==> config.mk <==
export PLATFORM = sky130hd
export DESIGN_NAME = tcw_seq
export DESIGN_NICKNAME = d
export VERILOG_FILES = /design/src/hw/rtl/tcw_pkg.sv /design/src/hw/rtl/tcw_seq.sv
export VERILOG_INCLUDE_DIRS = /design/src /design/src/hw/rtl
export SDC_FILE = /design/constraint.sdc
export NUM_CORES = 1
export LEC_CHECK = 0
export ABC_CLOCK_PERIOD_IN_PS = 9010
export BUFFER_PORTS_ARGS = -buffer_cell sky130_fd_sc_hd__buf_2
export CAP_MARGIN = 20
export CORE_ASPECT_RATIO = 1.1
export CORE_UTILIZATION = 35
export DETAILED_ROUTE_END_ITERATION = 8
export PLACE_DENSITY = 0.56
export SYNTH_ARGS = -nofsm -noshare
export SYNTH_HDL_FRONTEND = slang
export SYNTH_SLANG_ARGS = --single-unit
==> constraint.sdc <==
create_clock -name aclk -period 9.01 [get_ports aclk]
set_input_delay 0.4505 -clock aclk [delete_from_list [all_inputs] [get_ports aclk]]
set_output_delay 0.4505 -clock aclk [all_outputs]
set_load 0.02 [all_outputs]
==> src/hw/rtl/text_console_writer_top_macros.svh <==
`ifndef TEXT_CONSOLE_WRITER_TOP_MACROS_SVH
`define TEXT_CONSOLE_WRITER_TOP_MACROS_SVH

// Assertion helpers. Each expects aclk and aresetn in scope.

// The condition holds at every clock edge outside reset.
`define TCW_ASSERT_ALWAYS(label, cond, msg) \
    label: assert property (@(posedge aclk) disable iff (!aresetn) (cond)) else $error(msg);

// The consequent holds in the same cycle as the antecedent.
`define TCW_ASSERT_IMPLIES(label, ante, cons, msg) \
    label: assert property (@(posedge aclk) disable iff (!aresetn) (ante) |-> (cons)) \
        else $error(msg);

// The consequent holds in the cycle after the antecedent.
`define TCW_ASSERT_NEXT(label, ante, cons, msg) \
    label: assert property (@(posedge aclk) disable iff (!aresetn) (ante) |=> (cons)) \
        else $error(msg);

`endif

==> src/hw/rtl/tcw_pkg.sv <==
`default_nettype none

package tcw_pkg;

    // Screen geometry.
    localparam int COLUMNS = 80;
    localparam int ROWS    = 25;
    localparam int CELLS   = COLUMNS * ROWS;

    localparam int CELL_AW = $clog2(CELLS);
    localparam int CUR_W   = $clog2(CELLS + 1);
    localparam int COL_W   = $clog2(COLUMNS);

    // Field widths.
    localparam int KIND_W   = 2;
    localparam int CHAR_W   = 8;
    localparam int ATTR_W   = 8;
    localparam int INDEX_W  = 11;
    localparam int CELL_W   = CHAR_W + ATTR_W;

    // Character and attribute codes.
    localparam logic [CHAR_W-1:0] CHAR_NUL        = 8'h00;
    localparam logic [CHAR_W-1:0] CHAR_BACKSPACE  = 8'h08;
    localparam logic [CHAR_W-1:0] CHAR_NEWLINE    = 8'h0A;
    localparam logic [CHAR_W-1:0] CHAR_SPACE      = 8'h20;
    localparam logic [CHAR_W-1:0] CHAR_PRINT_LAST = 8'h7F;
    localparam logic [ATTR_W-1:0] ATTR_RESET      = 8'h17;

    typedef enum logic [KIND_W-1:0] {
        KIND_PUT     = 2'd0,
        KIND_CLEAR   = 2'd1,
        KIND_READ    = 2'd2,
        KIND_RECOLOR = 2'd3
    } kind_t;

    typedef enum logic [3:0] {
        ST_IDLE,
        ST_DISPATCH,
        ST_BS_READ,
        ST_BS_WRITE,
        ST_SCRL_READ,
        ST_SCRL_WRITE,
        ST_FILL,
        ST_RCLR_READ,
        ST_RCLR_WRITE,
        ST_CELL_READ,
        ST_CELL_TAKE,
        ST_DONE
    } state_t;

    typedef struct packed {
        kind_t               kind;
        logic [CHAR_W-1:0]   char_code;
        logic [INDEX_W-1:0]  cell_index;
    } cmd_t;

    typedef struct packed {
        logic                we;
        logic [CELL_AW-1:0]  waddr;
        logic [CELL_W-1:0]   wdata;
        logic [CELL_AW-1:0]  raddr;
    } mem_req_t;

    typedef struct packed {
        logic                idle;
        logic                done;
        logic [INDEX_W-1:0]  cursor_cell;
        logic [CHAR_W-1:0]   cell_char;
        logic [ATTR_W-1:0]   cell_attr;
    } seq_status_t;

endpackage

`default_nettype wire

==> src/hw/rtl/tcw_seq.sv <==
`default_nettype none

`include "text_console_writer_top_macros.svh"

module tcw_seq (
    input  wire logic                          aclk,
    input  wire logic                          aresetn,
    input  wire logic                          start,
    input  wire tcw_pkg::cmd_t                 cmd,
    input  wire logic [tcw_pkg::ATTR_W-1:0]    attr,
    input  wire logic                          out_free,
    input  wire logic [tcw_pkg::CELL_W-1:0]    mem_rdata,
    output tcw_pkg::mem_req_t                  mem_req,
    output tcw_pkg::seq_status_t               status
);

    import tcw_pkg::*;

    state_t               state_reg, state_next;
    cmd_t                 cmd_reg, cmd_next;
    logic [CELL_AW-1:0]   ptr_reg, ptr_next;
    logic [CUR_W-1:0]     cursor_reg, cursor_next;
    logic [COL_W-1:0]     col_reg, col_next;
    logic [CHAR_W-1:0]    rd_char_reg, rd_char_next;
    logic [ATTR_W-1:0]    rd_attr_reg, rd_attr_next;

    // Shared sweep unit: pointer step, end tests and the row-below address.
    logic [CELL_AW-1:0]   ptr_inc;
    logic [CELL_AW-1:0]   ptr_below;
    logic                 ptr_is_last;
    logic                 ptr_is_scroll_last;

    // Cursor arithmetic for the put cases and the read range test.
    logic [CUR_W-1:0]     cur_newline;
    logic [CUR_W-1:0]     cur_inc;
    logic [COL_W-1:0]     col_inc;
    logic [COL_W-1:0]     col_dec;
    logic                 is_printable;
    logic                 read_in_range;

    assign ptr_inc            = ptr_reg + CELL_AW'(1);
    assign ptr_below          = ptr_reg + CELL_AW'(COLUMNS);
    assign ptr_is_last        = (ptr_reg == CELL_AW'(CELLS - 1));
    assign ptr_is_scroll_last = (ptr_reg == CELL_AW'(CELLS - COLUMNS - 1));

    assign cur_newline  = cursor_reg + (CUR_W'(COLUMNS) - CUR_W'(col_reg));
    assign cur_inc      = cursor_reg + CUR_W'(1);
    assign col_inc      = (col_reg == COL_W'(COLUMNS - 1)) ? '0 : col_reg + COL_W'(1);
    assign col_dec      = (col_reg == '0) ? COL_W'(COLUMNS - 1) : col_reg - COL_W'(1);
    assign is_printable = (cmd_reg.char_code inside {[CHAR_SPACE:CHAR_PRINT_LAST]});
    assign read_in_range = (32'(cmd_reg.cell_index) < 32'(CELLS));

    // Next state.
    always_comb begin
        state_next = state_reg;
        case (state_reg)
            ST_IDLE: begin
                if (start) begin
                    state_next = ST_DISPATCH;
                end
            end
            ST_DISPATCH: begin
                case (cmd_reg.kind)
                    KIND_PUT: begin
                        if (cmd_reg.char_code == CHAR_NEWLINE) begin
                            state_next = (cur_newline == CUR_W'(CELLS)) ? ST_SCRL_READ : ST_DONE;
                        end else if (cmd_reg.char_code == CHAR_BACKSPACE) begin
                            state_next = ST_BS_READ;
                        end else if (is_printable) begin
                            state_next = (cur_inc == CUR_W'(CELLS)) ? ST_SCRL_READ : ST_DONE;
                        end else begin
                            state_next = ST_DONE;
                        end
                    end
                    KIND_CLEAR:   state_next = ST_FILL;
                    KIND_READ:    state_next = read_in_range ? ST_CELL_READ : ST_DONE;
                    KIND_RECOLOR: state_next = ST_RCLR_READ;
                    default:      state_next = ST_DONE;
                endcase
            end
            ST_BS_READ:    state_next = ST_BS_WRITE;
            ST_BS_WRITE:   state_next = ST_DONE;
            ST_SCRL_READ:  state_next = ST_SCRL_WRITE;
            ST_SCRL_WRITE: state_next = ptr_is_scroll_last ? ST_FILL : ST_SCRL_READ;
            ST_FILL:       state_next = ptr_is_last ? ST_DONE : ST_FILL;
            ST_RCLR_READ:  state_next = ST_RCLR_WRITE;
            ST_RCLR_WRITE: state_next = ptr_is_last ? ST_DONE : ST_RCLR_READ;
            ST_CELL_READ:  state_next = ST_CELL_TAKE;
            ST_CELL_TAKE:  state_next = ST_DONE;
            ST_DONE: begin
                if (out_free) begin
                    state_next = ST_IDLE;
                end
            end
            default:       state_next = ST_IDLE;
        endcase
    end

    // Store requests.
    always_comb begin
        mem_req.we    = 1'b0;
        mem_req.waddr = ptr_reg;
        mem_req.wdata = {attr, CHAR_SPACE};
        mem_req.raddr = ptr_reg;
        case (state_reg)
            ST_DISPATCH: begin
                if (cmd_reg.kind == KIND_PUT && cmd_reg.char_code != CHAR_NEWLINE &&
                    cmd_reg.char_code != CHAR_BACKSPACE && is_printable) begin
                    mem_req.we    = 1'b1;
                    mem_req.waddr = CELL_AW'(cursor_reg);
                    mem_req.wdata = {attr, cmd_reg.char_code};
                end
            end
            ST_BS_READ: begin
                mem_req.raddr = CELL_AW'(cursor_reg);
            end
            ST_BS_WRITE: begin
                mem_req.we    = 1'b1;
                mem_req.waddr = CELL_AW'(cursor_reg);
                mem_req.wdata = {mem_rdata[CELL_W-1:CHAR_W], CHAR_NUL};
            end
            ST_SCRL_READ: begin
                mem_req.raddr = ptr_below;
            end
            ST_SCRL_WRITE: begin
                mem_req.we    = 1'b1;
                mem_req.wdata = mem_rdata;
            end
            ST_FILL: begin
                mem_req.we    = 1'b1;
            end
            ST_RCLR_WRITE: begin
                mem_req.we    = 1'b1;
                mem_req.wdata = {attr, mem_rdata[CHAR_W-1:0]};
            end
            ST_CELL_READ: begin
                mem_req.raddr = CELL_AW'(cmd_reg.cell_index);
            end
            default: begin
                mem_req.we    = 1'b0;
            end
        endcase
    end

    // Datapath registers.
    always_comb begin
        cmd_next     = cmd_reg;
        ptr_next     = ptr_reg;
        cursor_next  = cursor_reg;
        col_next     = col_reg;
        rd_char_next = rd_char_reg;
        rd_attr_next = rd_attr_reg;
        case (state_reg)
            ST_IDLE: begin
                if (start) begin
                    cmd_next = cmd;
                end
            end
            ST_DISPATCH: begin
                rd_char_next = '0;
                rd_attr_next = '0;
                ptr_next     = '0;
                case (cmd_reg.kind)
                    KIND_PUT: begin
                        if (cmd_reg.char_code == CHAR_NEWLINE) begin
                            col_next    = '0;
                            cursor_next = (cur_newline == CUR_W'(CELLS)) ?
                                          CUR_W'(CELLS - COLUMNS) : cur_newline;
                        end else if (cmd_reg.char_code == CHAR_BACKSPACE) begin
                            if (cursor_reg != '0) begin
                                cursor_next = cursor_reg - CUR_W'(1);
                                col_next    = col_dec;
                            end
                        end else if (is_printable) begin
                            if (cur_inc == CUR_W'(CELLS)) begin
                                cursor_next = CUR_W'(CELLS - COLUMNS);
                                col_next    = '0;
                            end else begin
                                cursor_next = cur_inc;
                                col_next    = col_inc;
                            end
                        end
                    end
                    KIND_CLEAR: begin
                        cursor_next = '0;
                        col_next    = '0;
                    end
                    default: begin
                        cursor_next = cursor_reg;
                    end
                endcase
            end
            ST_SCRL_WRITE: begin
                ptr_next = ptr_is_scroll_last ? CELL_AW'(CELLS - COLUMNS) : ptr_inc;
            end
            ST_FILL, ST_RCLR_WRITE: begin
                ptr_next = ptr_inc;
            end
            ST_CELL_TAKE: begin
                rd_char_next = mem_rdata[CHAR_W-1:0];
                rd_attr_next = mem_rdata[CELL_W-1:CHAR_W];
            end
            default: begin
                ptr_next = ptr_reg;
            end
        endcase
    end

    always_ff @(posedge aclk) begin
        if (!aresetn) begin
            state_reg  <= ST_IDLE;
            cursor_reg <= '0;
            col_reg    <= '0;
        end else begin
            state_reg  <= state_next;
            cursor_reg <= cursor_next;
            col_reg    <= col_next;
        end
    end

    always_ff @(posedge aclk) begin
        cmd_reg     <= cmd_next;
        ptr_reg     <= ptr_next;
        rd_char_reg <= rd_char_next;
        rd_attr_reg <= rd_attr_next;
    end

    assign status.idle        = (state_reg == ST_IDLE);
    assign status.done        = (state_reg == ST_DONE);
    assign status.cursor_cell = INDEX_W'(cursor_reg);
    assign status.cell_char   = rd_char_reg;
    assign status.cell_attr   = rd_attr_reg;

    `TCW_ASSERT_ALWAYS(a_cursor_range, 32'(cursor_reg) < CELLS, "cursor beyond the screen")
    `TCW_ASSERT_ALWAYS(a_col_range, 32'(col_reg) < COLUMNS, "column beyond the row")
    `TCW_ASSERT_IMPLIES(a_write_busy, mem_req.we, state_reg != ST_IDLE && state_reg != ST_DONE, "store written while not working")
    `TCW_ASSERT_NEXT(a_done_release, state_reg == ST_DONE && out_free, state_reg == ST_IDLE, "result not released")

endmodule

`default_nettype wire

# --- Yosys cells after proc, flatten, opt, wreduce, memory -nomap -nowiden ---
# Cells that the tools add are included.
classes:
  n_addsub: 8
  multipliers: 0
  div_mod_pow: 0
  n_lt_le_gt_ge: 3
  eq_ne: 27
  shifts: 0
  mux: 37
  bitwise: 0
  n_reduce_logical: 17
ops:
  columns: ["op", "count"]
  rows:
  - ["$mux 11", 7]
  - ["$pmux 11 s3", 2]
  - ["$pmux 16 s4", 1]
  - ["$mux 7", 7]
  - ["$eq 11x11->1 const B", 4]
  - ["$pmux 11 s2", 2]
  - ["$pmux 4 s11", 1]
  - ["$mux 4", 9]
  - ["$pmux 8 s2", 2]
  - ["$mux 28", 1]
  - ["$add 11x1->11 const B", 2]
  - ["$eq 4x3->1 const B", 4]
  - ["$eq 4x4->1 const B", 4]
  - ["$eq 8x4->1 const B", 2]
  - ["$ne 8x4->1 const B", 2]
  - ["$pmux 4 s4", 1]
  - ["$pmux 7 s2", 1]
  - ["$add 11x11->11", 1]
  - ["$add 11x7->11 const B", 1]
  - ["$lt 11x11->1 const B", 1]
  - ["$reduce_bool 11->1", 1]
  - ["$sub 11x1->11 const B", 1]
  - ["$eq 4x2->1 const B", 2]
  - ["$ge 8x6->1 const B", 1]
  - ["23 further kinds", 32]
totals:
  regBits: 70
  latch_bits: 0
  ram_bits: 0
  romBits: 0
  out_inout_bits: 68
  n_memories: 0

# --- Longest topological paths before layout ---
depth:
  ltp_word: 8
  mapped_depth: 13
  depth_no_buf: 13

# --- Worst setup path before layout ---
# No wires, ideal clock.
synth_path:
  path_type: "register -> register"
  start: "register col_reg[0]"
  end: "register state_reg[0]"
  setup_ns: 0.137
  t_arrival_ns: 3.105
  path_slack_ns: 5.768
  path_stages_with_launch: 14
  path_buffers: 0
  synth_period_minus_slack_ns: 3.242
  cell_sequence: "dfxtp_1 -> inv_1 -> ha_1 -> or3b_1 -> a21oi_1 -> xor2_1 -> ha_1 -> and3_1 -> a21o_1 -> o21ai_0 -> nand2_1 -> or4_1 -> o311ai_2 -> o311ai_1"
synth_via:
  elab_chain_cells: 7
synth_lines:
  columns: ["element", "line_no", "rtl"]
  rows:
  - ["from (decl)", "tcw_seq.sv:23", "logic [COL_W-1:0] col_reg, col_next;"]
  - ["from (signal assigned)", "tcw_seq.sv:217", "col_reg <= col_next;"]
  - ["$sub 7x7->8", "tcw_seq.sv:46", "assign cur_newline = cursor_reg + (CUR_W'(COLUMNS) - CUR_W'(col_reg));"]
  - ["$add 11x11->11", "tcw_seq.sv:46", null]
  - ["$eq 11x11->1", "tcw_seq.sv:66", "state_next = (cur_newline == CUR_W'(CELLS)) ? ST_SCRL_READ : ST_DONE;"]
  - ["$mux 4", "tcw_seq.sv:66", null]
  - ["$mux 4", "tcw_seq.sv:65", "if (cmd_reg.char_code == CHAR_NEWLINE) begin"]
  - ["$pmux 4 s4", "tcw_seq.sv:63", "case (cmd_reg.kind)"]
  - ["$pmux 4 s11", "tcw_seq.sv:56", "case (state_reg)"]
  - ["to (signal assigned)", "tcw_seq.sv:215", "state_reg <= state_next;"]
  - ["to (decl)", "tcw_seq.sv:19", "state_t state_reg, state_next;"]
# Every way passes these cells.
# A chain may end at the register's enable or synchronous reset.

# --- Worst setup path after layout ---
# Same ends and word-level chain as after synthesis.

==> results_tabular.tex <==
\begin{tabular}{lr}
\hline
Metric & Value \\
\hline
\multicolumn{2}{l}{\textbf{Clock network}} \\
\quad Max H-tree Level & 3 \\
\quad Root buffer cell & sky130\_fd\_sc\_hd\_\_clkbuf\_16 \\
\quad Post-CTS repair timing setup buffer count & 0 \\
\quad Cts hold-fix bufs & 0 \\
\quad Number of buffers created by CTS & 9 \\
\quad Clock latency of the later-clocked register in the worst-skew pair & 350 ps \\
\quad Post-CTS clock slew at the launch and capture registers of the worst setup and hold paths & approximately 70 ps \\
\quad \# resized after CTS & 0 \\
\quad Clock tree from TritonCTS & done \\
\quad Number of clock sinks & 70 \\
\quad Number of buffers between clock root and the deepest sink & 2 \\
\multicolumn{2}{l}{\textbf{Worst hold path}} \\
\quad Destination of the worst hold path & cmd\_reg[10]\$\_DFFE\_PP\_ \\
\quad Class of the tightest hold or removal check & in2reg \\
\quad Worst Min Path Start & cmd[10] \\
\quad Count of cells along the worst hold path & 1 \\
\multicolumn{2}{l}{\textbf{Status}} \\
\quad Status & finished, final reports clean \\
\multicolumn{2}{l}{\textbf{STA}} \\
\quad Setup repair after global routing missed its margin & false \\
\quad Worst setup margin & 5450 ps \\
\quad Final critical-path share of the clock period & 39.5\% \\
\quad Final count of pins violating max slew & 0 \\
\quad Worst clock skew on the final layout & 8.95 ps \\
\quad Maximum clock frequency & 281 MHz \\
\quad Setup TNS & 0 ps \\
\quad Final-report hold violation count & 0 \\
\quad Count of endpoints failing setup in the final report & 0 \\
\quad Worst-margin pin slew & 1010 ps \\
\quad Minimum clock period & approximately 3600 ps \\
\quad Relative slew slack & 32.7\% \\
\multicolumn{2}{l}{\textbf{Die}} \\
\quad Number of cell rows & 47 \\
\quad Total core area & 15100 um2 \\
\quad Width of the die & $\sim$120 um \\
\quad Effective utilization at floorplan & 35.7\% \\
\quad Die Area & $\sim$16000 um2 \\
\quad Ports & 117 \\
\quad Die height & approximately 130 um \\
\multicolumn{2}{l}{\textbf{Route}} \\
\quad Remaining DRCs & 0 \\
\quad Routed wire length & around 16 mm \\
\quad Number of routed nets with antenna violations & 0 \\
\quad Detailed-router iteration count before antenna repair & 5 \\
\quad Total via count in the routed design & 5219 \\
\quad Number of DRC markers in iteration 0 & 371 \\
\quad Routed WL per cell & between 15 and 20 um \\
\quad Routed vias/inst & approximately 5.8 \\
\multicolumn{2}{l}{\textbf{Synthesis}} \\
\quad Net count of the mapped netlist & 682 \\
\quad Most frequent cell after synthesis & sky130\_fd\_sc\_hd\_\_nand2\_1 \\
\quad Synthesized instance count & about 600 \\
\quad Portion of the post-synthesis area used by sequential elements & 35.0\% \\
\quad Prevailing post-synth register cell & sky130\_fd\_sc\_hd\_\_edfxtp\_1 \\
\quad Flops \& latches, synth & 70 \\
\quad Mean post-synth cell area & between 8 and 9 um2 \\
\quad Area fraction of the dominant cell type after synthesis & 26.8\% \\
\quad Commonest cells post-synth & sky130\_fd\_sc\_hd\_\_nand2\_1 (57), sky130\_fd\_sc\_hd\_\_nor2\_1 (51), sky130\_fd\_sc\_hd\_\_edfxtp\_1 (48) \\
\quad Cell area after synthesis & 5380 um2 \\
\quad Count of yosys warnings during synthesis & 0 \\
\quad Number of enable-type register cells in the synthesized netlist & between 40 and 50 \\
\quad Distinct cells, synth & 88 \\
\quad Largest area contributor in the netlist & sky130\_fd\_sc\_hd\_\_edfxtp\_1 \\
\quad Async S/R FF share, synth & 0\% \\
\quad Top cells by area, synth & sky130\_fd\_sc\_hd\_\_edfxtp\_1 (27\%), sky130\_fd\_sc\_hd\_\_dfxtp\_1 (8.2\%), sky130\_fd\_sc\_hd\_\_ha\_1 (4.4\%) \\
\multicolumn{2}{l}{\textbf{Global routing}} \\
\quad Vias in the first global route & 5038 \\
\quad Largest net degree at the start of global routing & 25 \\
\quad GRT Overall Usage & about a fifth \\
\quad Total gr overflow & 0 \\
\quad Antenna violations before repair & 0 \\
\quad Global-route wire length before repair & 26.4 mm \\
\multicolumn{2}{l}{\textbf{Finish}} \\
\quad Area growth syn-to-layout & 18.0\% \\
\quad Number of diodes added for antenna fixing & 0 \\
\quad Final standard cell utilization of the core & 42.1\% \\
\quad Filler cell count in the final layout & 1587 \\
\quad Fraction of final layout cells with drive strength greater than 1 & 24.8\% \\
\quad Flip-flop count of the largest register after layout & 21 \\
\quad Final Net Count & 774 \\
\multicolumn{2}{l}{\textbf{Setup path}} \\
\quad Maximum fanout count along the critical path & 8 \\
\quad Setup crit end kind & register \\
\quad Worst setup SP type & register \\
\quad RR Startpoint & col\_reg[0]\$\_SDFFE\_PN0P\_ \\
\quad Worst path required time & between 9000 and 10000 ps \\
\quad Flop-to-flop setup slack & 5450 ps \\
\quad Critical R2R Capture & state\_reg[0]\$\_SDFFE\_PN0P\_ \\
\quad Number of cells on the worst reg-to-reg path & 13 \\
\quad Arrival time of the worst setup path & 3770 ps \\
\quad Critical setup path kind & reg2reg \\
\multicolumn{2}{l}{\textbf{Power}} \\
\quad Leakage & 2.52 nW \\
\quad Worst vdd rail ir drop & 0.203 mV \\
\quad PD cells & approximately 270 nW/um2 \\
\multicolumn{2}{l}{\textbf{Place}} \\
\quad Worst setup slack before clock tree synthesis & between 5000 and 6000 ps \\
\quad RD Place Congestion & 0.873 \\
\quad HPWL after detailed placement & between 10 and 15 mm \\
\quad Port Buf Inserts & 116 \\
\multicolumn{2}{l}{\textbf{Run}} \\
\quad Max-capacitance violation count & 0 \\
\hline
\end{tabular}
report_power, final:
group / internal, mW / switching [mW] / leakage [nW] / total, mW
sequential: 0.466 / 0.111 / 0.634 / 0.577
combinational: 0.269 / 0.501 / 1.75 / 0.770
clock: 0.192 / 0.158 / 0.135 / 0.350
total: 0.928 / 0.770 / 2.52 / 1.70
worst max-delay path by stage:
stage | from | end | slack, ps | depth (start not counted)
2_1_floorplan | col_reg[0]$_SDFFE_PN0P_ | state_reg[0]$_SDFFE_PN0P_ | 5770 | 13
4_1_cts | col_reg[0]$_SDFFE_PN0P_ | state_reg[2]$_SDFFE_PN0P_ | 5470 | 13
5_1_grt | col_reg[0]$_SDFFE_PN0P_ | state_reg[0]$_SDFFE_PN0P_ | 5200 | 13
6_report | col_reg[0]$_SDFFE_PN0P_ | state_reg[0]$_SDFFE_PN0P_ | 5450 | 13
3_5_place_dp | col_reg[0]$_SDFFE_PN0P_ | state_reg[0]$_SDFFE_PN0P_ | 5490 | 13
3_3_place_gp | col_reg[0]$_SDFFE_PN0P_ | state_reg[0]$_SDFFE_PN0P_ | 5530 | 13
metrics by stage:
step	cells	area [um2]	power, mW	hold WS, ps
6_report	906	6340	1.70	271
5_1_grt	906	6340	1.80	266
4_1_cts	906	6340	1.71	262
3_5_place_dp	890	6060	1.35	588
3_3_place_gp	890	6060	1.34	574
2_1_floorplan	613	5380	1.10	542
cells in the final DEF, fill, tap and decap left out, drive strengths merged, types with 10 or more instances in the layout:
cell type and instances:
and2 18, buf 119, ha 19, dfxtp 22, nor2 54, mux2 17, nand3 30, inv 22
a22oi 10, a21oi 26, o21ai 37, nor3 26, nor2b 10, nand2 59, xor2 12, edfxtp 48
xnor2 14
per-layer routing:
layer / GRT usage [%] / wire length, um
met1: 27.9 / 7230
met2: 33.5 / 7660
met3: 4.02 / 1110
met4: 9.58 / 471
met5: 0 / 0
final cells by class:
cell class / instances / area, um2 / area share, %
clock inverters: 7 / 61.3 / 0.966
repair buffers: 119 / 603 / 9.51
multi-input cells: 488 / 3260 / 51.4
flip-flops and latches: 70 / 1880 / 29.7
inverters: 17 / 63.8 / 1.01
clock buffers: 9 / 225 / 3.55
well taps: 196 / 245 / 3.87
critical path: stages (launching register included):
cell and delay [ps]:
sky130_fd_sc_hd__dfxtp_1 370, sky130_fd_sc_hd__inv_1 80, sky130_fd_sc_hd__ha_1 190, sky130_fd_sc_hd__or3b_1 440, sky130_fd_sc_hd__a21oi_1 200, sky130_fd_sc_hd__xor2_1 220, sky130_fd_sc_hd__ha_1 320, sky130_fd_sc_hd__and3_1 230
sky130_fd_sc_hd__a21o_1 180, sky130_fd_sc_hd__o21ai_0 140, sky130_fd_sc_hd__nand2_1 60, sky130_fd_sc_hd__or4_1 560, sky130_fd_sc_hd__o311ai_2 280, sky130_fd_sc_hd__o311ai_1 140
kinds of logic after synthesis:
logic type      count (synthesis)  synth area share, %
simple gates                  252                 24.4
flops                          70                 35.0
fa+ha+maj                      20                 4.80
xor+xnor                       26                 4.24
mux                            21                 4.54
buf+inv                        55                 4.28
compound gates                169                 22.7
(Power assumes the default switching activity.)
